### src/hdl/fqd_pkg.sv
package fqd_pkg;

	// width of the value field on both channels
	localparam int VALUE_BITS = 32;

	// request kinds
	typedef enum logic [1:0] {
		CMD_ENQUEUE = 2'd0,
		CMD_DEQUEUE = 2'd1,
		CMD_DELETE  = 2'd2,
		CMD_NOP     = 2'd3
	} cmd_t;

	// result status codes
	typedef enum logic [1:0] {
		ST_OK       = 2'd0,
		ST_FULL     = 2'd1,
		ST_EMPTY    = 2'd2,
		ST_NOTFOUND = 2'd3
	} status_t;

	// request broadcast from the top level to every cell
	typedef struct packed {
		logic                  accept;
		cmd_t                  cmd;
		logic [VALUE_BITS-1:0] value;
	} fqd_req_t;

endpackage

### src/hdl/fqd_cell.sv
module fqd_cell #(
	parameter int W = 32
) (
	input  logic             clk,
	input  fqd_pkg::fqd_req_t req,
	input  logic             live,       // this cell holds a stored entry
	input  logic             at_tail,    // this cell is the first free slot
	input  logic             seen_in,    // a match exists in an older cell
	output logic             seen_out,
	input  logic [W-1:0]     next_value, // entry of the next younger cell
	output logic [W-1:0]     cur_value
);
	import fqd_pkg::*;

	logic [W-1:0] entry_q;
	logic         hit;
	logic         shift;
	logic         load;

	// match on delete, passed down the chain as a prefix or
	assign hit      = live && (req.cmd == CMD_DELETE) && (entry_q == req.value[W-1:0]);
	assign seen_out = seen_in | hit;

	// take the neighbor's entry on dequeue or at and behind the deleted slot
	assign shift = req.accept && live &&
		((req.cmd == CMD_DEQUEUE) || ((req.cmd == CMD_DELETE) && seen_out));
	assign load  = req.accept && at_tail && (req.cmd == CMD_ENQUEUE);

	// entry storage
	always_ff @(posedge clk) begin
		if (shift) begin
			entry_q <= next_value;
		end else if (load) begin
			entry_q <= req.value[W-1:0];
		end
	end

	assign cur_value = entry_q;

endmodule

### src/hdl/fifo_queue_with_delete.sv
// Bounded first-in first-out queue of values with delete by value.
// Requests arrive on the s_ channel: s_tdata holds command in bits [1:0]
// (enqueue, dequeue, delete) and value in bits [33:2]. Every request gives
// exactly one result on the m_ channel: status, dequeued value (zero unless a
// dequeue succeeds) and the number of stored entries after the request.
// The entries sit in a row of DEPTH cells, oldest in cell 0. Each cell compares
// its entry with the delete value in parallel; a ripple of match flags down
// the row marks the oldest match, and that cell and all younger ones take their
// neighbor's entry in the same cycle. Dequeue shifts every live cell.
// The result is registered and appears in the cycle after the request; one request per cycle is taken
// as long as the result register is empty or being drained in that cycle.
// When the receiver stalls, the result is held and s_tready drops until it is
// taken. Reset empties the queue and clears the result valid flag, not the payload;
// entry contents are left as they are and are never read before being written.
module fifo_queue_with_delete #(
	parameter int DEPTH       = 16,
	parameter int VALUE_WIDTH = 32
) (
	input  logic clk,
	input  logic arst_n,
	input  logic s_tvalid,
	output logic s_tready,
	input  logic [39:0] s_tdata, // command[1:0], value[33:2], zero fill
	output logic m_tvalid,
	input  logic m_tready,
	output logic [((fqd_pkg::VALUE_BITS + 2 + $clog2(DEPTH + 1) + 7) / 8) * 8 - 1:0]
		m_tdata // status[1:0], data_out[33:2], length above, zero fill
);
	import fqd_pkg::*;

	localparam int CNT_W = $clog2(DEPTH + 1);
	localparam int SW    = (VALUE_WIDTH < VALUE_BITS) ? VALUE_WIDTH : VALUE_BITS;
	localparam int M_W   = ((VALUE_BITS + 2 + CNT_W + 7) / 8) * 8;

	fqd_req_t         req;
	logic [CNT_W-1:0] count_q;
	logic [CNT_W-1:0] count_nxt;
	logic             accept;
	logic             found;
	status_t          status;
	logic [VALUE_BITS-1:0] data;

	logic [DEPTH:0]   seen;
	logic [SW-1:0]    cell_value [DEPTH];

	status_t               out_status_q;
	logic [VALUE_BITS-1:0] out_data_q;
	logic [CNT_W-1:0]      out_len_q;
	logic                  out_valid_q;

	// request handshake
	assign s_tready = !out_valid_q || m_tready;
	assign accept   = s_tvalid && s_tready;

	assign req.accept = accept;
	assign req.cmd    = cmd_t'(s_tdata[1:0]);
	assign req.value  = s_tdata[VALUE_BITS+1:2];

	// row of cells
	assign seen[0] = 1'b0;
	for (genvar i = 0; i < DEPTH; i++) begin : g_cell
		logic [SW-1:0] nv;
		if (i == DEPTH - 1) begin : g_last
			assign nv = cell_value[i];
		end else begin : g_mid
			assign nv = cell_value[i+1];
		end
		fqd_cell #(.W(SW)) u_cell (
			.clk       (clk),
			.req       (req),
			.live      (CNT_W'(i) < count_q),
			.at_tail   (CNT_W'(i) == count_q),
			.seen_in   (seen[i]),
			.seen_out  (seen[i+1]),
			.next_value(nv),
			.cur_value (cell_value[i])
		);
	end
	assign found = seen[DEPTH];

	// result and next length
	always_comb begin
		status    = ST_OK;
		data      = '0;
		count_nxt = count_q;
		case (req.cmd)
			CMD_ENQUEUE: begin
				if (count_q == CNT_W'(DEPTH)) begin
					status = ST_FULL;
				end else begin
					count_nxt = count_q + 1'b1;
				end
			end
			CMD_DEQUEUE: begin
				if (count_q == '0) begin
					status = ST_EMPTY;
				end else begin
					data      = VALUE_BITS'(cell_value[0]);
					count_nxt = count_q - 1'b1;
				end
			end
			CMD_DELETE: begin
				if (count_q == '0) begin
					status = ST_EMPTY;
				end else if (!found) begin
					status = ST_NOTFOUND;
				end else begin
					count_nxt = count_q - 1'b1;
				end
			end
			default: begin
				status = ST_OK;
			end
		endcase
	end

	// fill count
	always_ff @(posedge clk or negedge arst_n) begin
		if (!arst_n) begin
			count_q <= '0;
		end else if (accept) begin
			count_q <= count_nxt;
		end
	end

	// result valid
	always_ff @(posedge clk or negedge arst_n) begin
		if (!arst_n) begin
			out_valid_q <= 1'b0;
		end else if (accept) begin
			out_valid_q <= 1'b1;
		end else if (m_tready) begin
			out_valid_q <= 1'b0;
		end
	end

	// result payload
	always_ff @(posedge clk) begin
		if (accept) begin
			out_status_q <= status;
			out_data_q   <= data;
			out_len_q    <= count_nxt;
		end
	end

	assign m_tvalid = out_valid_q;
	assign m_tdata  = M_W'({out_len_q, out_data_q, out_status_q});

	// length never exceeds the number of cells
	a_count_bound: assert property (@(posedge clk) disable iff (!arst_n)
		count_q <= CNT_W'(DEPTH))
		else $error("queue length above depth");

	// a successful enqueue grows the queue by one
	a_enq_grows: assert property (@(posedge clk) disable iff (!arst_n)
		(accept && (req.cmd == CMD_ENQUEUE) && (count_q != CNT_W'(DEPTH)))
		|=> (count_q == $past(count_q) + 1'b1))
		else $error("enqueue did not grow the queue");

	// a delete that finds its value shrinks the queue by one
	a_del_shrinks: assert property (@(posedge clk) disable iff (!arst_n)
		(accept && (req.cmd == CMD_DELETE) && (count_q != '0) && found)
		|=> (count_q == $past(count_q) - 1'b1))
		else $error("delete did not shrink the queue");

	// an empty status is only reported with zero length
	a_empty_len: assert property (@(posedge clk) disable iff (!arst_n)
		(out_valid_q && (out_status_q == ST_EMPTY)) |-> (out_len_q == '0))
		else $error("empty status with nonzero length");

	// a stalled result does not change
	a_hold: assert property (@(posedge clk) disable iff (!arst_n)
		(out_valid_q && !m_tready) |=> (out_valid_q && $stable(out_len_q)
		&& $stable(out_data_q)))
		else $error("result changed while stalled");

endmodule
### config.mk
export PLATFORM = sky130hd
export DESIGN_NAME = fifo_queue_with_delete
export DESIGN_NICKNAME = d
export VERILOG_FILES = /design/src/hdl/fqd_pkg.sv /design/src/hdl/fqd_cell.sv /design/src/hdl/fifo_queue_with_delete.sv
export SDC_FILE = /design/constraint.sdc
export NUM_CORES = 1
export LEC_CHECK = 0
export BUFFER_PORTS_ARGS = -buffer_cell sky130_fd_sc_hd__buf_2
export CAP_MARGIN = 20
export CORE_MARGIN = 2
export CORE_UTILIZATION = 50
export DETAILED_ROUTE_END_ITERATION = 10
export PLACE_DENSITY = 0.8
export SLEW_MARGIN = 20
export SYNTH_ARGS = -nofsm -noshare
export SYNTH_HDL_FRONTEND = slang
export SYNTH_SLANG_ARGS = --single-unit
export TNS_END_PERCENT = 1
### constraint.sdc
create_clock -name clk -period 4.4 [get_ports clk]
set_clock_uncertainty 0.05 [all_clocks]
set_input_delay 1.1 -clock clk [delete_from_list [all_inputs] [get_ports clk]]
set_output_delay 1.1 -clock clk [all_outputs]
set_load 0.05 [all_outputs]
**Yosys cells after proc, flatten, opt, wreduce, memory -nomap -nowiden**

Cells that the tools add are included.

- Register bits: 557
- Input port bits: 44
- Word-level logic and storage cells: 283

- Add/sub/neg operators: 2
- Order comparisons: 16
- Equal/unequal tests: 34
- Muxes and demuxes: 42
- Bitwise logic cells: 17
- Reductions and logical operators: 151

Operator list:

| operator | count |
|---|---|
| 32-bit 2-to-1 mux | 30 |
| 32-bit == test | 16 |
| 1-bit logical AND | 113 |
| 4-bit by 5-bit == test with 1-bit output, first input constant | 8 |
| 4-bit by 5-bit less-than comparator with 1-bit output, first input constant | 8 |
| 2-bit nonzero test | 16 |
| 3-bit by 5-bit == test with 1-bit output, first input constant | 4 |
| 3-bit by 5-bit less-than comparator with 1-bit output, first input constant | 4 |
| 5-bit 2-to-1 mux | 4 |
| 1-bit logical OR | 17 |
| 1-bit OR | 15 |
| 5-bit case mux with 3 select lines | 1 |
| 2-bit by 5-bit == test with 1-bit output, first input constant | 2 |
| 1-bit by 5-bit less-than comparator with 1-bit output, first input constant | 2 |
| 2-bit by 5-bit less-than comparator with 1-bit output, first input constant | 2 |
| 2-bit 2-to-1 mux | 3 |
| 2-bit case mux with 3 select lines | 1 |
| 5-bit by 1-bit adder with 5-bit output, second input constant | 1 |
| 1-bit by 5-bit == test with 1-bit output, first input constant | 1 |
| 5-bit == test, second input constant | 1 |
| 5-bit zero test | 1 |
| 5-bit by 1-bit subtractor with 5-bit output, second input constant | 1 |
| 1-bit 2-to-1 mux | 3 |
| 2-bit by 1-bit == test with 1-bit output, second input constant | 1 |
| other kinds (6) | 7 |

**Longest topological paths before layout**

- Depth in word-level cells: 23
- Depth in mapped cells: 14

**Cells and area by module**

A second synthesis with hierarchy kept.

- Cell total of the unflattened synthesis: 2288
- Area, all modules: 33405.8 µm²

By module, submodules not included:

| module | times used | cells an instance | area an instance (µm²) |
|---|---|---|---|
| fqd_cell | 16 | 130 | 1943.1 |
| fifo_queue_with_delete | 1 | 208 | 2316.0 |

**Least setup slack after synthesis**

No wires, ideal clock.

- Kind: input port to flip-flop
- Start: input m_tready
- End: register g_cell[1].u_cell.entry_q[0], enable pin
- Library setup time: 658 ps
- Arrival: 5061 ps
- Slack: -1369 ps
- Stages on the path: 8
- Path through: nand2b_1 > nand2_1 > clkinv_1 > o21ai_0 > or3b_2 > clkbuf_1 > clkbuf_1 > o21ai_0

- Cells in the longest elaborated chain, start to end: 5
- Elaborated cells between the ends (all ways): 7
- Classes of those cells: reduce/logical: 7

RTL lines:

| item | RTL line | source |
|---|---|---|
| from (decl) | fifo_queue_with_delete.sv:25 | `input logic m_tready,` |
| 1-bit logical OR * | fifo_queue_with_delete.sv:52 | `assign s_tready = !out_valid_q \|\| m_tready;` |
| 1-bit logical AND * | fifo_queue_with_delete.sv:53 | `assign accept = s_tvalid && s_tready;` |
| named net accept | fifo_queue_with_delete.sv:38 | `logic accept;` |
| 1-bit logical AND (on tied branches) (2 in a row) | fqd_cell.sv:27, fqd_cell.sv:25 |  |
| 2-bit nonzero test (no source line) * | -- |  |
| to (signal assigned) | fqd_cell.sv:32 | `entry_q <= next_value;` |
| to (signal assigned) | fqd_cell.sv:34 | `entry_q <= req.value[W-1:0];` |
| to (decl) | fqd_cell.sv:15 | `logic [W-1:0] entry_q;` |

The timed path passes the listed nets; every way through them passes the cells marked *.
A chain may end at the register's enable or synchronous reset.

**Worst setup path after layout**

- Start: register count_q[0]
- End: register count_q[3]

- Cells in the longest elaborated chain, start to end: 21
- Elaborated cells between the ends (all ways): 72
- Classes of those cells: add/sub: 2; order compare: 16; eq/ne: 1; mux: 5; bitwise: 15; reduce/logical: 33

RTL lines:

| item | RTL line | source |
|---|---|---|
| from (decl) | fifo_queue_with_delete.sv:36 | `logic [CNT_W-1:0] count_q;` |
| from (signal assigned) | fifo_queue_with_delete.sv:122 | `count_q <= count_nxt;` |
| 1-bit by 5-bit less-than comparator with 1-bit output | fifo_queue_with_delete.sv:71 | `.live (CNT_W'(i) < count_q),` |
| 1-bit logical AND (2 in a row) | fqd_cell.sv:21 | `assign hit = live && (req.cmd == CMD_DELETE) && (entry_q == req.value[W-1:0]);` |
| 1-bit OR (15 in a row) | fqd_cell.sv:22 | `assign seen_out = seen_in \| hit;` |
| 5-bit 2-to-1 mux | fifo_queue_with_delete.sv:105 | `end else if (!found) begin` |
| 5-bit 2-to-1 mux | fifo_queue_with_delete.sv:103 | `if (count_q == '0) begin` |
| 5-bit case mux with 3 select lines * | fifo_queue_with_delete.sv:86 | `case (req.cmd)` |

Mark *: on every way between the ends. The rest lies on a longest branch, timed or not.

==> metrics.md <==
| Metric | Value |
|---|---|
| Final hold violation count | 0 |
| Combinational Power Share | 16.7% |
| Synth async-reset ratio | 1.08% |
| Cts bufs inserted | 61 |
| Resized Gates After CTS | 0 |
| Worst vdd ir | 351 uV |
| P_leak | 12.4 nW |
| Synthesized Nets | 2369 |
| Finished Layout Cells | 3481 |
| Fin Setup TNS | 0 ns |
| Yosys cell types | 73 |
| First-pass GRT wire length | 136000 um |
| Final slew viol count | 0 |
| Sequential area share after synthesis | 53.7% |
| Pwr Density | 382 nW/um^2 |
| Clk_lat worst skew | 0.66 ns |
| Die height | 253 um |
| Final GP Congestion | 1.06 |
| Vias/cell | 5.99 |
| Utilization after layout | 60.0% |
| Mapped Area | 31100 sq um |
| Seq pwr share | 44.7% |
| Core box area | 61600 sq um |
| Net Sw Frac | 26.7% |
| Synth Register Bits | 557 |
| CTS clk-pin slew, worst paths | 0.06 ns |
| Worst Path Required | 4.91 ns |
| GRT overflow | 0 |
| CTS tree | built |
| Detailed Route Iter0 Violations | 2175 |
| IO buf count | 78 |
| # H-tree levels | 2 |
| Routed Antenna Nets | 0 |
| RSZ-0062 raised after global routing | no |
| Clk root buf | clkbuf_16 |
| Final worst-path cycle share | 95.2% |
| Placed wire-length estimate | 68800 um |
| Clock power frac | 38.6% |
| Worst hold path class | input pin to asynchronous set/reset pin |
| Setup Buffers After CTS | 0 |
| CP max FO | 13 |
| Total length of routed wires | 92000 um |
| Crit path DAT | 4.69 ns |
| Largest net degree at the start of global routing | 36 |
| Crit path launch type | flip-flop |
| Antenna violations before repair | 2 |
| Number of max-cap violations | 0 |
| Critical Path Sink Type | flip-flop |
| FF+latch area | 16700 sq um |
| Placed Area | 34900 sq um |
| Pre-Repair DR Iteration Count | 6 |
| Ys Warns | 0 |
| Starting density of the core | 50.4% |
| Hold buffer count at cts | 0 |
| Mean Syn Cell Area | 13.4 sq um |
| Routed wire per std cell | 26.4 um |
| Share of cells above drive strength 1 | 37.3% |
| Core Rows | 91 |
| Number of flops mapped to enable cells by yosys | 551 |
| Placed insts | 3367 |
| Vias in the first global route | 20900 |
| GRT Util Overall | 28.8% |
| Fmax | 239 MHz |
| Final instance area | 37000 sq um |
| Vias | 20800 |
| Area Growth Syn to Fin | 18.9% |
| I/O pin cnt | 86 |
| CTS sink cnt | 557 |
| DRC violations left | 0 |
| Final layout net count | 2642 |
| Max-Slew Margin vs Limit | 54.6% |
| Outcome | completed |
| Chip width | 253 um |
| Least-Margin Pin Slew | 0.675 ns |
| Max Root-Sink Buffers | 3 |
| Setup-failing EPs final | 0 |
| Cell-internal power | 10.3 mW |
| Multi-input logic area | 13400 sq um |
| NetSw | 3.76 mW |
| Final min period | 4.19 ns |
| Fillers | 4709 |
| Die Area | 64100 sq um |
| Worst Setup Path Type | flip-flop to flip-flop |
| Top FF cell, synth | edfxtp_1 |
| Number of standard cells after synthesis | 2320 |
## registers in the layout (all words and copies together), names as in the netlist
signal and cells:
m_tvalid 1, out_len_q 5, count_q 5, g_cell.u_cell.cur_value 512, out_data_q 32, out_status_q 2
## routing by layer
metal  vias to the layer above  wire length [um]  track usage [%]  share of wire (%)
met1                     10400             36900             37.7                 40
met4                         2              4610             13.7                5.0
met2                      1026             43400             47.0                 47
li1                       9190                 -                -                  -
met5                         -                13                0              0.014
met3                       239              7160             4.38                7.8
## per-stage QoR
step | total power [mW] | hold WS [ns] | worst slack [ns]
after floorplan | 7.78 | 0.493 | -0.0926
after global placement | 8.67 | 0.473 | -0.228
after detailed placement | 8.71 | 0.508 | -0.235
after CTS | 14.1 | 0.233 | 0.292
after global routing | 14.5 | 0.251 | 0.120
final | 14.1 | 0.264 | 0.211
## synthesized netlist by cell type, types with 8 or more instances
library cell | n | area (sq um)
a21o_1 | 8 | 60.1
a21oi_1 | 12 | 60.1
and3_1 | 33 | 206
buf_2 | 89 | 445
buf_4 | 29 | 218
buf_6 | 10 | 113
clkbuf_1 | 71 | 267
edfxtp_1 | 551 | 16500
inv_1 | 10 | 37.5
mux2_1 | 15 | 169
mux2_2 | 448 | 5040
nand2_1 | 63 | 236
nand2b_1 | 25 | 156
nand3_1 | 33 | 165
nand4_1 | 144 | 901
nand4b_1 | 8 | 70.1
nor2_1 | 39 | 146
nor3_1 | 33 | 165
nor4_1 | 64 | 400
o21ai_0 | 18 | 90.1
xnor2_1 | 379 | 3320
xor2_1 | 123 | 1080
## worst paths after layout
path	cells after the start	slack, ns	end	start
worst max-delay path	12	0.21	count_q[3]$_DFFE_PN0P_	count_q[0]$_DFFE_PN0P_
worst min-delay path	1	0.26	m_tvalid$_DFFE_PN0P_	arst_n
worst max register to register	12	0.21	count_q[3]$_DFFE_PN0P_	count_q[0]$_DFFE_PN0P_
worst min register to register	2	0.51	m_tvalid$_DFFE_PN0P_	m_tvalid$_DFFE_PN0P_
max in group asynchronous	1	3.83	count_q[1]$_DFFE_PN0P_	arst_n
min in group clk	2	0.51	m_tvalid$_DFFE_PN0P_	m_tvalid$_DFFE_PN0P_
## cells by family after synthesis
logic type / count (synthesis) / synth area share, %
other: 1 / 0.0121
muxes: 472 / 17.2
xor gates and xnor gates: 502 / 14.2
and+or+nand+nor: 483 / 8.97
buffers and inverters: 212 / 3.51
DFF: 557 / 53.7
adders and majority gates: 5 / 0.201
AOI/OAI and AO/OA: 88 / 2.23
## cells in the final DEF (no fill, tap or decap), types with 6 or more instances in the layout
cell       count
nand2b_1      25
clkinv_1      18
xor2_1       123
clkinv_2       9
a21o_1         8
mux2_4         7
mux2_1        15
nand3_1       33
o21ai_0       17
bufinv_16     11
mux2_2       448
nor4_1        64
a21oi_1       12
nor4b_1        7
buf_12        65
buf_2         78
a211oi_4       8
clkbuf_16     62
nor2_1        37
dfrtp_1        6
and3_1        33
buf_4        268
nand4_1      144
nand2_1       62
inv_1         10
nand4b_1       8
nor3_1        32
xnor2_1      379
edfxtp_1     551
clkbuf_1       6
## area by class of cell
| class | instances | area share, % |
|---|---|---|
| timing repair buffer | 411 | 10.0 |
| sequential | 557 | 45.2 |
| clock inverter | 45 | 1.41 |
| clock buffer | 68 | 4.26 |
| multi-input combinational | 1551 | 36.2 |
| tap | 837 | 2.83 |
| antenna | 1 | 0.00677 |
| inverter | 11 | 0.125 |
## power groups by stage
stage / Clock (mW) / Combinational, mW / Sequential, mW
global placement: 0 / 2.27 / 6.40
floorplan: 0 / 1.36 / 6.42
detailed placement: 0 / 2.31 / 6.40
finish: 5.44 / 2.36 / 6.30
global route: 5.66 / 2.47 / 6.32
CTS: 5.48 / 2.32 / 6.30
## worst max-delay path, stage by stage (launching register included)
cell and delay [ns]:
dfrtp_1 0.56, or3_1 0.46, o21ai_1 0.38, nor4_1 0.12, and4_1 0.25, nand4b_1 0.23
buf_4 0.18, or4_1 0.62, buf_4 0.20, nor2_1 0.33, buf_4 0.23, mux2_2 0.35
a31oi_1 0.13
Note: power is estimated with default switching activity, not from simulation.
